<file path="src/design/bwlp_pkg.sv">
package bwlp_pkg;

  localparam int DEF_SAMPLE_BITS    = 24;
  localparam int DEF_COEF_FRAC_BITS = 22;

  localparam int CFG_DATA_BITS = 32;
  localparam int CFG_ADDR_BITS = 4;

  typedef enum logic [1:0] {
    REG_GAIN_K       = 2'd0,
    REG_FEEDBACK_ONE = 2'd1,
    REG_FEEDBACK_TWO = 2'd2,
    REG_BYPASS_ON    = 2'd3
  } reg_idx_t;

endpackage

</file>
<file path="src/design/bwlp_regs.sv">
module bwlp_regs
  import bwlp_pkg::*;
#(
  parameter int COEF_FRAC_BITS = DEF_COEF_FRAC_BITS
) (
  input  logic                              clk,
  input  logic                              rst_n,
  input  logic                              cfg_psel,
  input  logic                              cfg_penable,
  input  logic                              cfg_pwrite,
  input  logic [CFG_ADDR_BITS-1:0]          cfg_paddr,
  input  logic [CFG_DATA_BITS-1:0]          cfg_pwdata,
  output logic [CFG_DATA_BITS-1:0]          cfg_prdata,
  output logic                              cfg_pready,
  output logic [COEF_FRAC_BITS:0]           gain_k,
  output logic signed [COEF_FRAC_BITS+1:0]  feedback_one,
  output logic [COEF_FRAC_BITS:0]           feedback_two,
  output logic                              bypass_on
);

  localparam int K_BITS   = COEF_FRAC_BITS + 1;
  localparam int FB1_BITS = COEF_FRAC_BITS + 2;
  localparam int FB2_BITS = COEF_FRAC_BITS + 1;

  logic [K_BITS-1:0]          gain_k_r;
  logic signed [FB1_BITS-1:0] feedback_one_r;
  logic [FB2_BITS-1:0]        feedback_two_r;
  logic                       bypass_on_r;
  logic                       wr_en;
  reg_idx_t                   reg_idx;

  assign cfg_pready = 1'b1;
  assign wr_en      = cfg_psel && cfg_penable && cfg_pwrite && cfg_pready;
  assign reg_idx    = reg_idx_t'(cfg_paddr[3:2]);

  always_ff @(posedge clk) begin
    if (!rst_n) begin
      gain_k_r       <= '0;
      feedback_one_r <= '0;
      feedback_two_r <= '0;
      bypass_on_r    <= 1'b1;
    end else if (wr_en) begin
      case (reg_idx)
        REG_GAIN_K:       gain_k_r       <= cfg_pwdata[K_BITS-1:0];
        REG_FEEDBACK_ONE: feedback_one_r <= $signed(cfg_pwdata[FB1_BITS-1:0]);
        REG_FEEDBACK_TWO: feedback_two_r <= cfg_pwdata[FB2_BITS-1:0];
        REG_BYPASS_ON:    bypass_on_r    <= cfg_pwdata[0];
        default: ;
      endcase
    end
  end

  always_comb begin
    case (reg_idx)
      REG_GAIN_K:       cfg_prdata = CFG_DATA_BITS'(gain_k_r);
      REG_FEEDBACK_ONE: cfg_prdata = CFG_DATA_BITS'(feedback_one_r);
      REG_FEEDBACK_TWO: cfg_prdata = CFG_DATA_BITS'(feedback_two_r);
      REG_BYPASS_ON:    cfg_prdata = CFG_DATA_BITS'(bypass_on_r);
      default:          cfg_prdata = '0;
    endcase
  end

  assign gain_k       = gain_k_r;
  assign feedback_one = feedback_one_r;
  assign feedback_two = feedback_two_r;
  assign bypass_on    = bypass_on_r;

endmodule

</file>
<file path="config.mk">
export PLATFORM = sky130hd
export DESIGN_NAME = bwlp_regs
export DESIGN_NICKNAME = d
export VERILOG_FILES = /design/src/design/bwlp_pkg.sv /design/src/design/bwlp_regs.sv
export SDC_FILE = /design/constraint.sdc
export NUM_CORES = 1
export LEC_CHECK = 0
export BUFFER_PORTS_ARGS = -buffer_cell sky130_fd_sc_hd__clkbuf_2
export CORE_UTILIZATION = 51
export CTS_CLUSTER_DIAMETER = 100
export DETAILED_ROUTE_END_ITERATION = 6
export GPL_TIMING_DRIVEN = 0
export HOLD_SLACK_MARGIN = 0.1
export PLACE_DENSITY = 0.86
export SLEW_MARGIN = 20
export SYNTH_ARGS = -nofsm -noshare
export SYNTH_HDL_FRONTEND = slang
export SYNTH_SLANG_ARGS = --single-unit
</file>
<file path="constraint.sdc">
create_clock -name clk -period 3.2 [get_ports clk]
set_input_delay 0.32 -clock clk [delete_from_list [all_inputs] [get_ports clk]]
set_output_delay 0.32 -clock clk [all_outputs]
set_load 0.1 [all_outputs]
</file>
Yosys cells after proc, flatten, opt, wreduce, memory -nomap -nowiden. Index checks and enable logic that the tools add are counted. W data, S select, Z words.

Memory bits (writable): 0. Output and inout bits: 104. Bits of input ports: 41. Memories kept: 0. Memory bits (read-only): 0. Register bits: 71. Bits in latches: 0.

Mux-type cells: 1. Reductions and logical operators: 7. Bitwise logic cells: 0. Multiply operators: 0. Eq/ne operators: 3. $add $sub $neg: 0. Magnitude comparators: 0. Shifts and indexed selects: 0. Div/mod/pow operators: 0.

Operators with widths (count): $pmux W32 S4 (1); $reduce_and A2 Y1 (4); $eq A2 B2 Y1 const B (2); $eq A2 B1 Y1 const B (1); $logic_and A1 B1 Y1 (2); $logic_not A2 Y1 (1).

Logic depth before layout (Yosys ltp). Gate-level depths: netlist of the first run.

Word-level depth: 3. Gate-level depth with buffers: 5. Depth with buffers taken out: 3.

Worst setup path after synthesis of the first run. OpenSTA, ideal clock, no wires.

Path kind: reg-to-output. Start: reg feedback_one_r[10] (netlist: feedback_one[10]). End: out cfg_prdata[10]. Path slack: -0.364 ns. Data required time: 2.880 ns. Data arrival time: 3.244 ns. Stages on the path, launching flop included: 3. Path through: dfxtp_1 mux2i_1 o21ai_0.

Longest elaborated chain between the ends: 1.

Ends and longest elaborated chain: start, declared (RTL line bwlp_regs.sv:26) `logic signed [FB1_BITS-1:0] feedback_one_r;`; start signal, assigned (RTL line bwlp_regs.sv:45) `REG_FEEDBACK_ONE: feedback_one_r <= $signed(cfg_pwdata[FB1_BITS-1:0]);`; $pmux W32 S4 (RTL line bwlp_regs.sv:54) `case (reg_idx)`; end, declared (RTL line bwlp_regs.sv:13) `output logic [CFG_DATA_BITS-1:0] cfg_prdata,`.

No other way between the ends.

Worst setup path in the final report of the first run.
Start: in cfg_paddr[3]. End: out cfg_prdata[13].

Longest elaborated chain between the ends: 2. Elaborated cells between the ends (all ways): 5.

Ends and longest elaborated chain: start, declared (RTL line bwlp_regs.sv:11) `input logic [CFG_ADDR_BITS-1:0] cfg_paddr,`; $eq A2 B2 Y1 (tied with other cells) (RTL line bwlp_regs.sv:54); $pmux W32 S4 (*) (RTL line bwlp_regs.sv:54).

Every way passes the cells marked *; elsewhere a longest branch is shown, timed or not.

==> summary.txt, run 1 <==
Clock network
  • CTS sink cnt: 71
  • CTS tree: yes
  • Clock Tree Root: clkbuf_8
  • H-tree levels: 3
  • Hold_buf cts: 0
  • Cts repair resizes: 0
  • Total CTS buffers: 9
  • Clk buf depth: 2
  • Post-CTS Repair Setup Buffers: 0
  • CTS clk-pin slew, worst paths: 70 ps
  • Clock Latency Late Sink: 330 ps

Power and ir drop
  • P_leak: 0.00204 µW
  • Cell Pwr Density: 442 mW/mm²
  • Max IR drop VDD: 274 µV

Setup path
  • Max FO, Critical Path: 10
  • Cell Chain, Critical Path: clkbuf_2 -> buf_2 -> nor2b_1 -> clkbuf_1 -> nand2_1 -> o21ai_1 -> clkbuf_2
  • CP Data Required Time: 2880 ps
  • Crit path DAT: 2110 ps
  • Most frequent CP cell: clkbuf_2
  • CP max stage delay: 490 ps
  • Nature of the critical path endpoint: primary output
  • Critical-path top delay cell: clkbuf_2
  • CP Launch Type: primary input
  • CP Class: in -> out

Finish
  • Fill count: 497
  • Nets: 533
  • Share of cells above drive strength 1: 0.351
  • Area Overhead vs Synth: 28.8%
  • Antenna diode count: 0
  • Finished Cell Area: 0.00417 mm²

Timing
  • Period Utilization, post-route: 0.759
  • Setup violators final: 0
  • RSZ-0062 raised after global routing: false
  • Relative slew slack: 0.581
  • Final hold violations: 0
  • Setup TNS: 0 ps
  • Worst slew pin tran: 629 ps
  • Max Transition Viols Final: 0
  • Peak Freq: 412 MHz
  • Clk_skew: 0 ps
  • Post-layout min period: 2430 ps

Synthesis
  • Fraction of registers with async set or reset after synthesis: 0
  • Post-synth top area share: 0.440
  • Mapped Cells: 349
  • Synth warn: 0
  • Syn_area_per_cell: 9.26 µm²
  • Count leader, synth: nand2_1
  • Unique cell type count in the Yosys netlist: 20
  • Leading area contributor after synthesis: dfxtp_1
  • Yosys reg bits: 71
  • Syn nets: 390
  • Most used DFF post-synth: dfxtp_1
  • Sequential share of the synthesized area: 0.440
  • Area contributors post-synth: dfxtp_1 (44%), mux2i_1 (28%), nand2_1 (14%), o21ai_0 (3.6%), buf_4 (3.5%)
  • Number of flops mapped to enable cells by yosys: 0
  • Post-synth top cells: nand2_1 (117), mux2i_1 (92), dfxtp_1 (71)
  • Synthesized area: 0.00323 mm²

Die
  • Rows: 28
  • Ports: 145
  • Die H: 81.6 µm
  • Width of the die: 81.6 µm
  • Die area: 0.00666 mm²
  • CORE AREA: 0.00603 mm²
  • Starting Density: 0.537

GRT
  • Gr usage total: 0.278
  • Initial antenna violation count: 0
  • Vias in the first global route: 2,825
  • Largest net degree at the start of global routing: 12
  • First-pass GRT wire length: 13,700 µm
  • Global route overflow: 0

Min path
  • Worst Hold Class: in -> reg

Route
  • Antenna Nets Post-Route: 0
  • Wire per inst: 15.8 µm
  • Via density: 5.23
  • Drt first-iter violations: 92
  • Final Routed Wirelength: 9010 µm
  • Drt drc: 0
  • Router iterations before antenna repair: 4
  • Via count: 2,984

Placement
  • PortBufs: 132
  • DP Area: 0.00399 mm²
  • Post-DP HPWL: 6560 µm
  • GPL Wtd Cong: 0.809

Run status
  • Status: completed

Flow run
  • Max-cap violations: 0
-- flip-flops by register name, indices dropped and copies added, names as in the netlist --
register,cells
bypass_on,1
feedback_one,24
feedback_two,23
gain_k,23
-- cells by family (layout without fill, tap and decap cells) --
kind of cell	count (synthesis)	in the layout	synth area share
buffers and inverters	37	184	0.0755
and+or+nand+nor	123	123	0.154
muxes	93	93	0.292
other	1	1	0.00116
DFF	71	71	0.440
AOI/OAI and AO/OA	24	24	0.0383
-- per-stage QoR --
stage	instances	total power, µW	worst slack, ps	hold slack, ps	utilization
2_1_floorplan	349	1130	378	462	-
6_report	571	1840	772	230	0.691
3_3_place_gp	556	1190	787	456	0.662
4_1_cts	571	1850	777	227	0.691
3_5_place_dp	556	1190	773	468	0.662
5_1_grt	571	1890	643	235	0.691
-- cell type report --
| cell class | instances | area, µm² | share of cell area |
|---|---|---|---|
| Tap cell | 75 | 93.8 | 0.0225 |
| Clock buffer | 10 | 128 | 0.0306 |
| Sequential cell | 71 | 1420 | 0.341 |
| Buffer | 36 | 240 | 0.0577 |
| Clock inverter | 5 | 50.0 | 0.0120 |
| Multi-Input combinational cell | 241 | 1570 | 0.376 |
| Inverter | 1 | 3.75 | 0.000901 |
| Timing Repair Buffer | 132 | 661 | 0.159 |
-- worst max-delay path, delay by kind of cell --
kind | cells | cell delay, ps
and+or+nand+nor | 2 | 400
buffers and inverters | 4 | 1260
AOI/OAI and AO/OA | 1 | 130
-- metal layers --
layer	vias to the layer above	global-route usage	share of wire
met5	-	0	0
met3	12	0.0644	0.081
li1	1436	-	-
met2	123	0.499	0.48
met4	0	0.100	0.014
met1	1413	0.322	0.42
-- cell usage in the layout (no fill, tap or decap), types with 2 or more instances in the layout --
cell type  instances
buf_12             2
buf_2              7
buf_4             15
clkbuf_1          11
clkbuf_2         132
clkbuf_8           9
clkinv_2           4
dfxtp_1           71
mux2i_1           92
nand2_1          117
o21ai_1           22
-- power breakdown --
group	internal [µW]	switching, µW	leakage [µW]
Clock	351	316	0.0000957
Sequential	895	9.34	0.000573
Combinational	58.7	211	0.00137
Total	1300	536	0.00204
-- final timing paths --
kind	slack [ps]	depth (start not counted)	end	from
max	770	7	cfg_prdata[13]	cfg_paddr[3]
min	230	3	feedback_one[23]	cfg_pwdata[23]
max reg2reg	2510	2	bypass_on	bypass_on
min reg2reg	480	2	feedback_one[13]	feedback_one[13]
No activity file was read; power rests on OpenSTA's default activity.
==> inputs of run 2 (changes only) <==
--- a/config.mk
+++ b/config.mk
@@ -6,12 +6,12 @@
 export NUM_CORES = 1
 export LEC_CHECK = 0
 export BUFFER_PORTS_ARGS = -buffer_cell sky130_fd_sc_hd__clkbuf_2
-export CORE_UTILIZATION = 51
+export CORE_UTILIZATION = 47
 export CTS_CLUSTER_DIAMETER = 100
 export DETAILED_ROUTE_END_ITERATION = 6
 export GPL_TIMING_DRIVEN = 0
 export HOLD_SLACK_MARGIN = 0.1
-export PLACE_DENSITY = 0.86
+export PLACE_DENSITY = 0.8
 export SLEW_MARGIN = 20
 export SYNTH_ARGS = -nofsm -noshare
 export SYNTH_HDL_FRONTEND = slang
==> constraint.sdc (replaced) <==
create_clock -name clk -period 2.5 [get_ports clk]
set_input_delay 0.25 -clock clk [delete_from_list [all_inputs] [get_ports clk]]
set_output_delay 0.25 -clock clk [all_outputs]
set_load 0.1 [all_outputs]
==> run 2 against run 1 <==
Compared with the run above: the flow now finishes with violations (design-rule violations); non-clock buffer count unchanged; setup slack got worse by 560 ps; utilization decreased by 2.8 points; flip-flop and latch count unchanged; wire length increased by 1.4%; register-to-register slack got worse by 690 ps; combinational power increased by 30%; critical endpoint is now cfg_prdata[5]; largest cell class unchanged.
==> summary.txt, run 2 (synthesis gave the netlist of run 1 again) <==
Finish
  • Fill count: 524 (+5.4%)
  • Largest register FFs: 24 (unchanged)
  • Most frequent cells in the layout: clkbuf_2 (132), nand2_1 (117), mux2i_1 (92)
  • Antenna diode count: 0 (unchanged)
  • Area Overhead vs Synth: 33.2%
  • Final core utilization: 0.663 (-0.0284)
  • Share of cells above drive strength 1: 0.398 (+0.0476)
  • Nets: 533 (unchanged)
  • Most common cell after layout, fill and taps aside: clkbuf_2
  • Non-filler cells, final: 574 (+0.53%)

Timing
  • Setup violators final: 0 (unchanged)
  • RSZ-0062 raised after global routing: false
  • Relative slew slack: 0.360 (-0.220)
  • Post-layout min period: 2290 ps
  • Clk_skew: 0 ps (unchanged)
  • Setup ws final: 210 ps (-562 ps)
  • Hold WS: 146 ps (-84.3 ps)
  • Final hold violations: 0 (unchanged)
  • Period Utilization, post-route: 0.916
  • Peak Freq: 437 MHz
  • Setup TNS: 0 ps (unchanged)
  • Worst slew pin tran: 959 ps (+330 ps)
  • Max Transition Viols Final: 0 (unchanged)

Clock network
  • Clock Tree Root: clkbuf_8
  • Post-CTS Repair Setup Buffers: 0 (unchanged)
  • Cts repair resizes: 0 (unchanged)
  • CTS clk-pin slew, worst paths: 70 ps (about the same)
  • CTS tree: yes
  • Total CTS buffers: 9 (unchanged)
  • Clock Latency Late Sink: 330 ps (about the same)
  • Clk buf depth: 2 (unchanged)
  • H-tree levels: 3 (unchanged)
  • Hold_buf cts: 0 (unchanged)
  • CTS sink cnt: 71 (unchanged)

Route
  • Via density: 5.23 (about the same)
  • Antenna Nets Post-Route: 0 (unchanged)
  • Via count: 3,002 (+0.60%)
  • Drt first-iter violations: 102 (+11%)
  • Drt drc: 9 (+9)
  • Final Routed Wirelength: 9140 µm (+1.4%)
  • Wire per inst: 15.9 µm (+0.88%)
  • Router iterations before antenna repair: 7 (+3)

GRT
  • First-pass GRT wire length: 14,200 µm (+4.1%)
  • Global route overflow: 0 (unchanged)
  • Gr usage total: 0.259 (-0.0198)
  • Largest net degree at the start of global routing: 13 (+1)
  • Initial antenna violation count: 0 (unchanged)
  • Vias in the first global route: 2,853 (+0.99%)

Run status
  • Failing checks: design-rule violations
  • Status: complete, but fails checks

Setup path
  • Crit path DAT: 2040 ps (-70 ps)
  • CP Data Required Time: 2250 ps (-630 ps)
  • CP Launch Type: primary input
  • CP Class: in -> out
  • Max FO, Critical Path: 10 (unchanged)
  • Nature of the critical path endpoint: primary output

Power and ir drop
  • Sequential power share: 0.453 (-0.038)
  • Clock power frac: 0.410 (+0.048)
  • Cell Pwr Density: 594 mW/mm² (+34%)
  • P_leak: 0.00210 µW (+2.9%)
  • Net switching power: 714 µW (+33%)
  • Max IR drop VDD: 321 µV (+17%)
  • Sw Ratio: 0.279 (-0.0117)
  • Combinational fraction of design power: 0.137 (-0.009)
  • Internal power: 1840 µW (+41%)

Placement
  • Post-DP HPWL: 6650 µm (+1.4%)
  • PortBufs: 132 (unchanged)
  • GPL Wtd Cong: 0.821 (+1.5%)
  • Worst slack, placed: 175 ps (-598 ps)
  • Placed cells: 558 (+0.36%)

Die
  • Starting Density: 0.498 (-0.0388)
  • Width of the die: 84.9 µm (+4.1%)
  • CORE AREA: 0.00649 mm² (+7.8%)
  • Die area: 0.00721 mm² (+8.3%)
  • Ports: 145 (unchanged)
  • Die H: 84.9 µm (+4.1%)
  • Rows: 29 (+3.6%)

Min path
  • Worst Hold Class: in -> reg

Flow run
  • Max-cap violations: 0 (unchanged)
run 2: cell types whose count changed in the layout (fill, tap and decap cells not counted), sizes merged:
cell      before  now
inv            1    2
bufinv         1    2
clkinv         4    0
clkinvlp       0    1
clkbuf       152  154
run 2: path summary, 6_finish.rpt:
check                        start               end  slack, ps  cells past startpoint
setup reg to reg         bypass_on         bypass_on       1820                      2
hold reg to reg   feedback_one[23]  feedback_one[23]        470                      2
setup / recovery      cfg_paddr[3]     cfg_prdata[5]        210                      7
hold / removal      cfg_pwdata[23]  feedback_one[23]        150                      3
run 2: cell type report:
type | instances | area [µm²] | share of cell area
multi-input combinational | 241 | 1650 | 0.384
sequential | 71 | 1420 | 0.330
timing repair buffer | 132 | 661 | 0.153
buffer | 36 | 240 | 0.0558
clock buffer | 12 | 155 | 0.0360
tap | 77 | 96.3 | 0.0224
clock inverter | 4 | 76.3 | 0.0177
inverter | 1 | 3.75 | 0.000872
run 2: power by group through the flow:
| stage | sequential, µW | clock (µW) | combinational, µW |
|---|---|---|---|
| detailed placement | 1180 | 0 | 352 |
| CTS | 1160 | 1060 | 353 |
| global route | 1160 | 1120 | 367 |
| global placement | 1180 | 0 | 348 |
| floorplan | 1290 | 0 | 162 |
| finish | 1160 | 1050 | 351 |
run 2: layer usage:
metal / wire [µm] / track usage / part of all wire
met2: 4590 / 0.425 / 0.50
met5: 0 / 0 / 0
met4: 204 / 0.137 / 0.022
met1: 3820 / 0.324 / 0.42
met3: 530 / 0.0467 / 0.058
run 2: stage by stage:
| stage | power, µW | instance area [µm²] |
|---|---|---|
| after floorplan | 1450 | 3320 |
| after global placement | 1530 | 4070 |
| final | 2560 | 4310 |
| after global routing | 2650 | 4310 |
| after CTS | 2570 | 4310 |
| after detailed placement | 1540 | 4070 |
run 2: critical path, cell delays in order:
cell,delay [ps]
clkbuf_2,80
buf_2,220
nor2b_1,290
clkbuf_1,490
nand2_1,150
o21ai_2,80
clkbuf_2,470
==> inputs of run 3 (changes only) <==
--- a/config.mk
+++ b/config.mk
@@ -6,12 +6,13 @@
 export NUM_CORES = 1
 export LEC_CHECK = 0
 export BUFFER_PORTS_ARGS = -buffer_cell sky130_fd_sc_hd__clkbuf_2
-export CORE_UTILIZATION = 47
+export CORE_UTILIZATION = 51
 export CTS_CLUSTER_DIAMETER = 100
 export DETAILED_ROUTE_END_ITERATION = 6
 export GPL_TIMING_DRIVEN = 0
 export HOLD_SLACK_MARGIN = 0.1
-export PLACE_DENSITY = 0.8
+export PLACE_DENSITY = 0.86
+export RECOVER_POWER = 100
 export SLEW_MARGIN = 20
 export SYNTH_ARGS = -nofsm -noshare
 export SYNTH_HDL_FRONTEND = slang
==> constraint.sdc (replaced) <==
create_clock -name clk -period 2.93 [get_ports clk]
set_input_delay 0.293 -clock clk [delete_from_list [all_inputs] [get_ports clk]]
set_output_delay 0.293 -clock clk [all_outputs]
set_load 0.1 [all_outputs]
==> run 3 against run 2 <==
Compared with the run above: the flow now finishes without violations; wire length decreased by 1.7%; final cell count decreased by 0.52%; count of clock-buffer cells in the layout decreased by 2; combinational power decreased by 19%; die area decreased by 7.7%; first-iteration DRC count decreased by 3.9%; cell area decreased by 7.5%; critical path depth decreased by 1; non-clock buffer count unchanged; hold slack improved by 53 ps; largest power group unchanged.
==> summary.txt, run 3 (synthesis gave the netlist of run 1 again) <==
Min path
  • Hold Path Cell Cnt: 3 (unchanged)
  • Hold path start: cfg_pwdata[23]
  • Worst Hold Class: in -> reg

Route
  • Wire per inst: 15.7 µm (-1.1%)
  • Final Routed Wirelength: 8990 µm (-1.7%)
  • Drt first-iter violations: 98 (-3.9%)
  • Drt drc: 0 (-9)
  • Antenna Nets Post-Route: 0 (unchanged)
  • Router iterations before antenna repair: 5 (-2)
  • Via count: 2,979 (-0.77%)
  • Via density: 5.22 (-0.24%)

Setup path
  • R2r startpoint: bypass_on
  • Cell Chain, Critical Path: clkbuf_2 -> buf_4 -> buf_2 -> and3b_1 -> buf_4 -> clkbuf_1
  • Beginning of the critical path: cfg_paddr[2]
  • CP Data Required Time: 2640 ps (+390 ps)
  • Most frequent CP cell: buf_4
  • CP max stage delay: 870 ps (+380 ps)
  • CP Launch Type: primary input
  • Crit path DAT: 2320 ps (+280 ps)
  • Nature of the critical path endpoint: primary output
  • Critical-path top delay cell: clkbuf_1
  • Worst reg2reg path depth: 2 (unchanged)
  • Max FO, Critical Path: 10 (unchanged)
  • CP Class: in -> out

Finish
  • Non-filler cells, final: 571 (-0.52%)
  • Most common cell after layout, fill and taps aside: nand2_1
  • Share of cells above drive strength 1: 0.159 (-0.239)
  • Most frequent cells in the layout: nand2_1 (117), clkbuf_1 (104), mux2i_1 (92)
  • Nets: 533 (unchanged)
  • Multi-input logic area: 0.00155 mm² (-6.1%)
  • Fill count: 557 (+6.3%)
  • Antenna diode count: 0 (unchanged)
  • Largest register FFs: 24 (unchanged)
  • Area Overhead vs Synth: 23.2%
  • Finished Cell Area: 0.00398 mm² (-7.5%)
  • Register area: 0.00142 mm² (unchanged)

Timing
  • Setup TNS: 0 ps (unchanged)
  • Peak Freq: 383 MHz
  • Relative slew slack: 0.192 (-0.169)
  • Final hold violations: 0 (unchanged)
  • Setup violators final: 0 (unchanged)
  • Max Transition Viols Final: 0 (unchanged)
  • RSZ-0062 raised after global routing: false
  • Post-layout min period: 2610 ps
  • Clk_skew: 0 ps (unchanged)
  • Period Utilization, post-route: 0.892
  • Worst slew pin tran: 1220 ps (+259 ps)
  • Hold WS: 199 ps (+53.1 ps)

GRT
  • First-pass GRT wire length: 13,700 µm (-3.9%)
  • Initial antenna violation count: 0 (unchanged)
  • Global route overflow: 0 (unchanged)
  • Largest net degree at the start of global routing: 12 (-1)
  • Vias in the first global route: 2,825 (-0.98%)
  • Gr usage total: 0.278 (+0.0198)

Clock network
  • CTS tree: yes
  • Cts repair resizes: 0 (unchanged)
  • Clock Tree Root: clkbuf_8
  • Total CTS buffers: 9 (unchanged)
  • CTS clk-pin slew, worst paths: 70 ps (about the same)
  • Clock Latency Late Sink: 330 ps (about the same)
  • H-tree levels: 3 (unchanged)
  • Post-CTS Repair Setup Buffers: 0 (unchanged)
  • Clk buf depth: 2 (unchanged)
  • CTS sink cnt: 71 (unchanged)
  • Hold_buf cts: 0 (unchanged)

Die
  • Ports: 145 (unchanged)
  • CORE AREA: 0.00603 mm² (-7.2%)
  • Die area: 0.00666 mm² (-7.7%)
  • Rows: 28 (-3.4%)
  • Starting Density: 0.537 (+0.0388)
  • Die H: 81.6 µm (-3.9%)
  • Width of the die: 81.6 µm (-3.9%)

Power and ir drop
  • Cell Pwr Density: 502 mW/mm² (-15%)
  • Power Total: 2000 µW (-22%)
  • P_leak: 0.00170 µW (-19%)
  • Max IR drop VDD: 299 µV (-6.7%)

Placement
  • GPL Wtd Cong: 0.809 (-1.5%)
  • PortBufs: 132 (unchanged)
  • Post-DP HPWL: 6560 µm (-1.4%)
  • Placed cells: 556 (-0.36%)
  • DP Area: 0.00399 mm² (-2.1%)

Run status
  • Status: completed

Flow run
  • Max-cap violations: 0 (unchanged)
-- run 3: changes by cell type in the layout (fill, tap and decap cells not counted), moves of 3 or more --
| cell | change |
|---|---|
| o21ai_0 | +19 |
| clkbuf_2 | -83 |
| clkbuf_1 | +93 |
| o21ai_2 | -22 |
| buf_4 | -5 |
| clkinv_2 | +4 |
| o21ai_1 | +3 |
-- run 3: layer usage --
metal | part of all wire | GRT usage | vias up
met5 | 0 | 0 | -
met2 | 0.49 | 0.499 | 124
met1 | 0.42 | 0.322 | 1403
met3 | 0.083 | 0.0644 | 11
met4 | 0.0097 | 0.100 | 0
li1 | - | - | 1441
-- run 3: path summary, 6_finish.rpt --
kind,endpoint,slack (ps)
hold reg to reg,feedback_one[13],480
setup reg to reg,bypass_on,2220
hold / removal,feedback_one[23],200
setup / recovery,cfg_prdata[24],320
-- run 3: power breakdown --
group	internal [µW]	switching [µW]
sequential	977	10.1
clock	383	346
combinational	56.9	227
total	1420	583
-- run 3: worst max-delay path: cells and delay by family --
kind | cells | cell delay [ps]
buf+inv | 5 | 1640
simple gates | 1 | 380
-- run 3: metrics by stage --
stage,utilization,setup WS (ps)
after floorplan,-,135
after CTS,0.691,561
after global placement,0.662,571
final,0.661,316
after global routing,0.661,219
after detailed placement,0.662,557
-- run 3: area by class of cell --
cell class / count / share of cell area
Timing Repair Buffer: 132 / 0.140
Multi-Input combinational cell: 241 / 0.389
Inverter: 1 / 0.000942
Clock inverter: 5 / 0.0126
Tap cell: 75 / 0.0236
Sequential cell: 71 / 0.357
Buffer: 36 / 0.0449
Clock buffer: 10 / 0.0320
